==> src/design/vts_pkg.sv <==
// Shared constants, types and command/status structs of the top-k search unit.
package vts_pkg;
   localparam int MaxDocs = 256;
   localparam int MaxDim = 128;
   localparam int MaxTopK = 16;
   localparam int SlotW = $clog2(MaxDocs);
   localparam int DimW = $clog2(MaxDim);
   localparam int KW = $clog2(MaxTopK);
   localparam int CntW = $clog2(MaxTopK + 1);
   localparam int VecAw = SlotW + DimW;

   localparam logic [1:0] ReqDocWrite = 2'd0;
   localparam logic [1:0] ReqDelete = 2'd1;
   localparam logic [1:0] ReqQuery = 2'd2;
   localparam logic [1:0] ReqUnused = 2'd3;

   localparam logic [1:0] CsrVectorLength = 2'd0;
   localparam logic [1:0] CsrResultLimit = 2'd1;
   localparam logic [1:0] CsrScoreFloor = 2'd2;

   typedef struct packed {
      logic [1:0] req_type;
      logic [7:0] slot;
      logic [6:0] elem_index;
      logic signed [15:0] value;
      logic signed [31:0] doc_key;
   } req_type_t_type;

   typedef struct packed {
      logic signed [31:0] hit_key;
      logic signed [31:0] hit_score;
      logic found;
      logic last;
   } rsp_type;

   typedef struct packed {
      logic [1:0] reg_index;
      logic [31:0] data;
   } csr_type;

   // Controller to datapath.
   typedef struct packed {
      logic store_beat;     // Write the accepted beat into doc or query storage.
      logic clear_best;     // Start a new query.
      logic mac_clear;      // Clear accumulator.
      logic mac_en;         // Read the scan elements and accumulate their product.
      logic offer;          // Offer current accumulator for current slot.
      logic live_check;     // Latch live bit of scan slot.
      logic [SlotW-1:0] scan_slot;
      logic [DimW-1:0] scan_elem;
      logic [KW-1:0] out_idx;
      logic out_empty;
      logic out_last;
   } cmd_type;

   // Datapath to controller.
   typedef struct packed {
      logic [CntW-1:0] best_count;
      logic slot_live;
   } sts_type;

   function automatic logic signed [31:0] sat_add(input logic signed [31:0] a,
                                                  input logic signed [31:0] b);
      logic signed [32:0] s;
      s = {a[31], a} + {b[31], b};
      if (s > 33'sd2147483647) return 32'h7FFF_FFFF;
      else if (s < -33'sd2147483648) return 32'h8000_0000;
      else return s[31:0];
   endfunction
endpackage

==> src/design/vts_ctrl.sv <==
// Sequencer for request intake, slot scan and result emission.
module vts_ctrl (
   input logic clock,
   input logic reset,
   input logic req_valid,
   output logic req_ready,
   input vts_pkg::req_type_t_type req,
   input logic [vts_pkg::DimW-1:0] len_m1,
   input vts_pkg::sts_type sts,
   output vts_pkg::cmd_type cmd,
   output logic rsp_load,
   input logic rsp_free
);
   localparam logic [2:0] StIdle = 3'd0;
   localparam logic [2:0] StLive = 3'd1;
   localparam logic [2:0] StMac = 3'd2;
   localparam logic [2:0] StDrain = 3'd3;
   localparam logic [2:0] StOffer = 3'd4;
   localparam logic [2:0] StEmit = 3'd5;

   logic [2:0] state_ff, state_in;
   logic [vts_pkg::SlotW:0] slot_ff, slot_in;
   logic [vts_pkg::DimW:0] elem_ff, elem_in;
   logic [1:0] drain_ff, drain_in;
   logic [vts_pkg::CntW-1:0] oi_ff, oi_in;
   logic accept, completes;

   assign req_ready = state_ff == StIdle;
   assign accept = req_valid && req_ready;
   assign completes = req.req_type == vts_pkg::ReqQuery
                      && {1'b0, req.elem_index} < 8'(vts_pkg::MaxDim)
                      && req.elem_index[vts_pkg::DimW-1:0] == len_m1;

   always_comb begin
      state_in = state_ff;
      slot_in = slot_ff;
      elem_in = elem_ff;
      drain_in = drain_ff;
      oi_in = oi_ff;
      cmd = '0;
      cmd.scan_slot = slot_ff[vts_pkg::SlotW-1:0];
      cmd.scan_elem = elem_ff[vts_pkg::DimW-1:0];
      cmd.out_idx = oi_ff[vts_pkg::KW-1:0];
      cmd.out_empty = sts.best_count == '0;
      cmd.out_last = cmd.out_empty || oi_ff + 1'b1 == sts.best_count;
      rsp_load = 1'b0;
      unique case (state_ff)
         StIdle: begin
            cmd.store_beat = accept;
            if (accept && completes) begin
               cmd.clear_best = 1'b1;
               slot_in = '0;
               state_in = StLive;
            end
         end
         StLive: begin
            cmd.live_check = 1'b1;
            cmd.mac_clear = 1'b1;
            elem_in = '0;
            state_in = StMac;
         end
         StMac: begin
            if (!sts.slot_live) begin
               state_in = StOffer;
            end else begin
               cmd.mac_en = 1'b1;
               if (elem_ff[vts_pkg::DimW-1:0] == len_m1) begin
                  drain_in = '0;
                  state_in = StDrain;
               end else begin
                  elem_in = elem_ff + 1'b1;
               end
            end
         end
         StDrain: begin
            drain_in = drain_ff + 1'b1;
            if (drain_ff == 2'd2) begin
               cmd.offer = 1'b1;
               state_in = StOffer;
            end
         end
         StOffer: begin
            if (slot_ff == (vts_pkg::SlotW + 1)'(vts_pkg::MaxDocs - 1)) begin
               oi_in = '0;
               state_in = StEmit;
            end else begin
               slot_in = slot_ff + 1'b1;
               state_in = StLive;
            end
         end
         StEmit: begin
            if (rsp_free) begin
               rsp_load = 1'b1;
               oi_in = oi_ff + 1'b1;
               if (cmd.out_last) state_in = StIdle;
            end
         end
         default: state_in = StIdle;
      endcase
   end

   always_ff @(posedge clock) begin
      if (reset) begin
         state_ff <= StIdle;
         slot_ff <= '0;
         elem_ff <= '0;
         drain_ff <= '0;
         oi_ff <= '0;
      end else begin
         state_ff <= state_in;
         slot_ff <= slot_in;
         elem_ff <= elem_in;
         drain_ff <= drain_in;
         oi_ff <= oi_in;
      end
   end
endmodule

==> config.mk <==
export PLATFORM = sky130hd
export DESIGN_NAME = vts_ctrl
export DESIGN_NICKNAME = d
export VERILOG_FILES = /design/src/design/vts_pkg.sv /design/src/design/vts_ctrl.sv
export SDC_FILE = /design/constraint.sdc
export NUM_CORES = 1
export LEC_CHECK = 0
export BUFFER_PORTS_ARGS = -buffer_cell sky130_fd_sc_hd__buf_4
export CAP_MARGIN = 20
export CORE_UTILIZATION = 45
export DETAILED_ROUTE_END_ITERATION = 6
export PLACE_DENSITY = 0.82
export SLEW_MARGIN = 20
export SYNTH_ARGS = -nofsm -noshare
export SYNTH_HDL_FRONTEND = slang
export SYNTH_SLANG_ARGS = --single-unit
==> constraint.sdc <==
create_clock -name clock -period 6.2 [get_ports clock]
set_input_delay 1.24 -clock clock [delete_from_list [all_inputs] [get_ports clock]]
set_output_delay 1.24 -clock clock [all_outputs]
set_load 0.005 [all_outputs]
==> results.md <==
- Fraction of registers with async set/reset: 0
- Combinational fraction of design power: 0.382
- Slowest CP cell: nand4_2
- Storage cell area: 520 um^2
- Maximum clock frequency: 0.262 GHz
- Footprint of the multi-input gates: 0.00118 mm^2
- Count of final setup violators: 0
- Max incr delay on CP: 0.33 ns
- Slew headroom: 0.622
- CTS clk-pin slew, worst paths: approximately 0.1 ns
- TritonCTS clock tree: done
- Clock share of power: 0.225
- Synthesized instance count: around 240
- Worst Hold Class: reg -> reg
- Cells on worst reg2reg path: 7
- Met1 Resource Use GR: 0.261
- FF-to-FF Start: slot_ff[3]
- Post-CTS setup buffer count: 0
- Power Density: about 220 mW/mm^2
- Hold slack: ~0.48 ns
- Critical Path Start Type: input port
- Int Power: ~0.32 mW
- Critical setup path kind: in -> out
- Ratio of cells with drive above 1 in the final layout: 0.260
- Synth warnings: 0
- Routed vias: roughly 1800
- P_leak: about 1 nW
- Tmin final: roughly 3.8 ns
- GRT busiest layer: met2
- RSZ-0062 raised after global routing: false
- Hold Path Origin: slot_ff[8]
- Met3 Resource Use GR: 0.0205
- Row Count: 23
- Area delta synth->final: 20.8%
- Switching share of total power: 0.375
- Max-cap violations: 0
- DP Wirelength: 3260 um
- Met2 Resource Use GR: 0.332
- Clock Path Buffers: 2
- WL per Instance: ~13 um
- Cell area after synthesis: around 0.0019 mm^2
- Final Hold Vio Count: 0
- Antenna fix cells: 0
- Initial antenna violation count: 0
- NetSw: between 0.15 and 0.2 mW
- Synthesized Nets: 323
- Worst Tran Pin Value: between 0.5 and 0.6 ns
- Filler cell count in the final layout: 372
- Num CTS Buffers: 3
- Worst path most repeated cell: buf_4
- Syn Area/Cell: 7.99 um^2
- Pin count of the biggest net entering global routing: 18
- Post_cts resized: 0
- DRT Pass-1 Iters: 4
- Reg2Reg Capture Point: slot_ff[4]
- Worst path required time: roughly 5.0 ns
- Starting Density: 0.471
- Setup TNS: 0 ns
- Hold bufs inserted after CTS: 0
- Max Slew Vio Count: 0
- Clock Latency Late Sink: approximately 0.28 ns
- Worst Path Arrival: roughly 2.6 ns
- Outcome: complete, no violations
- Sequential fraction of the synthesis area: 0.276
- Core area: ~0.0040 mm^2
- Final period util: 0.616
- Antenna-violating nets left: 0
- PortBufs: 54
- Clock Skew: slightly below 0.005 ns
- Num ports: roughly 110
- DRC violations left: 0
- Clock sink count: 26
- Max FO, Critical Path: 14
- CP Cell Sequence: buf_4, xnor2_1, and4_1, nand4_2, inv_1, buf_4
- WHS Endpoint: slot_ff[8]
- Total gr overflow: 0
- Clk root buf: clkbuf_8
- Hold-critical path depth: 2
- DIE HEIGHT: between 60 and 70 um
- Final wirelength: around 4300 um
- Total GRT Usage: 0.195
- 1st-iter DRT viols: 118
- Die Wd: ~67 um
- Final GP Congestion: a little under 0.9
- Layout net count: 361
- Vias per inst: between 5 and 6
- EDFF count, synth: 0
- Critical Path End Type: output port
- Primary FF master, synth: dfxtp_1
- H-tree depth: 1
- Vias in the first global route: 1539
- Yosys cell types: slightly below 50
- Seq cells post-synth: 26
- DIE AREA: approximately 0.0045 mm^2
- Seq pwr share: 0.393
- VDD IR-drop max: about 0.14 mV
- Flop2flop setup slack: ~4 ns
- First-pass GRT wire length: between 6000 and 7000 um
[cell usage after synthesis (2+ instances only)]
master	number	area [um^2]
nand2b_1	5	31.3
nand3_1	15	75.1
nor3_1	2	10.0
and3_1	4	25.0
o2111ai_1	8	70.1
nand3b_1	4	30.0
buf_4	13	97.6
buf_2	3	15.0
mux2i_1	2	20.0
a21oi_1	18	90.1
o21ai_0	11	55.1
xor2_1	12	105
inv_1	13	48.8
a2111o_1	8	90.1
or3_1	4	25.0
xnor2_1	9	78.8
nand2_1	23	86.3
clkbuf_1	5	18.8
ha_1	5	62.6
nand4_1	3	18.8
a31oi_1	2	12.5
dfxtp_1	26	521
nor2_1	14	52.6
o211ai_1	2	15.0
[cells in the final DEF (no fill, tap or decap), types with 5 or more instances in the layout]
| cell | n |
|---|---|
| buf_4 | 54 |
| ha_1 | 5 |
| inv_1 | 13 |
| nand3_1 | 15 |
| nor2_1 | 14 |
| a21oi_1 | 18 |
| xnor2_1 | 9 |
| nand2b_1 | 5 |
| xor2_1 | 12 |
| o2111ai_1 | 8 |
| a2111o_1 | 8 |
| o21ai_0 | 11 |
| dfxtp_1 | 26 |
| nand2_1 | 23 |
[sequential cells by signal, indices dropped and copies added, names as in the netlist]
name and count:
state_ff 3, elem_ff 7, oi_ff 5, slot_ff 9, drain_ff 2
[how the worst max path moves through the flow]
stage / start / end
after floorplan: sts[1] / cmd[0]
after global placement: req[49] / cmd[25]
after detailed placement: req[48] / cmd[25]
after CTS: req[51] / cmd[25]
after global routing: req[48] / cmd[25]
final: req[48] / cmd[25]
[layout make-up]
cell class              instances  area share
clock buffers                   4      0.0242
flip-flops and latches         26       0.229
repair buffers                 54       0.178
well taps                      50      0.0275
multi-input cells             175       0.519
inverters                      14      0.0231
[power groups by stage]
stage	Sequential, mW	Combinational (mW)	Clock (mW)
floorplan	0.191	0.144	0
global placement	0.201	0.189	0
detailed placement	0.202	0.193	0
CTS	0.198	0.194	0.116
global route	0.202	0.213	0.125
finish	0.199	0.193	0.114
[worst max-delay path, delay by kind of cell]
kind	cells	cell delay, ns
xor gates and xnor gates	1	0.22
buffers and inverters	3	0.54
and+or+nand+nor	2	0.58
[metrics by stage]
| step | utilization | instances | cell area (um^2) | total power, mW | setup WS [ns] |
|---|---|---|---|---|---|
| floorplan | - | 236 | 1890 | 0.335 | 3.00 |
| global placement | 0.556 | 319 | 2220 | 0.391 | 2.43 |
| detailed placement | 0.556 | 319 | 2220 | 0.396 | 2.44 |
| CTS | 0.569 | 323 | 2280 | 0.508 | 2.43 |
| global route | 0.569 | 323 | 2280 | 0.539 | 2.29 |
| finish | 0.569 | 323 | 2280 | 0.506 | 2.38 |
[routing by layer]
layer / wire length, um / share of wire
met1: 1960 / 0.46
met2: 2080 / 0.49
met3: 187 / 0.044
met4: 38 / 0.0089
met5: 0 / 0
[kinds of logic after synthesis]
| family | count (synthesis) | synth area share |
|---|---|---|
| and+or+nand+nor | 86 | 0.245 |
| AOI/OAI and AO/OA | 61 | 0.240 |
| buffers and inverters | 35 | 0.0975 |
| DFF | 26 | 0.276 |
| xor gates and xnor gates | 21 | 0.0975 |
| adders and majority gates | 5 | 0.0332 |
| muxes | 2 | 0.0106 |
No activity file was read; power rests on OpenSTA's default activity.
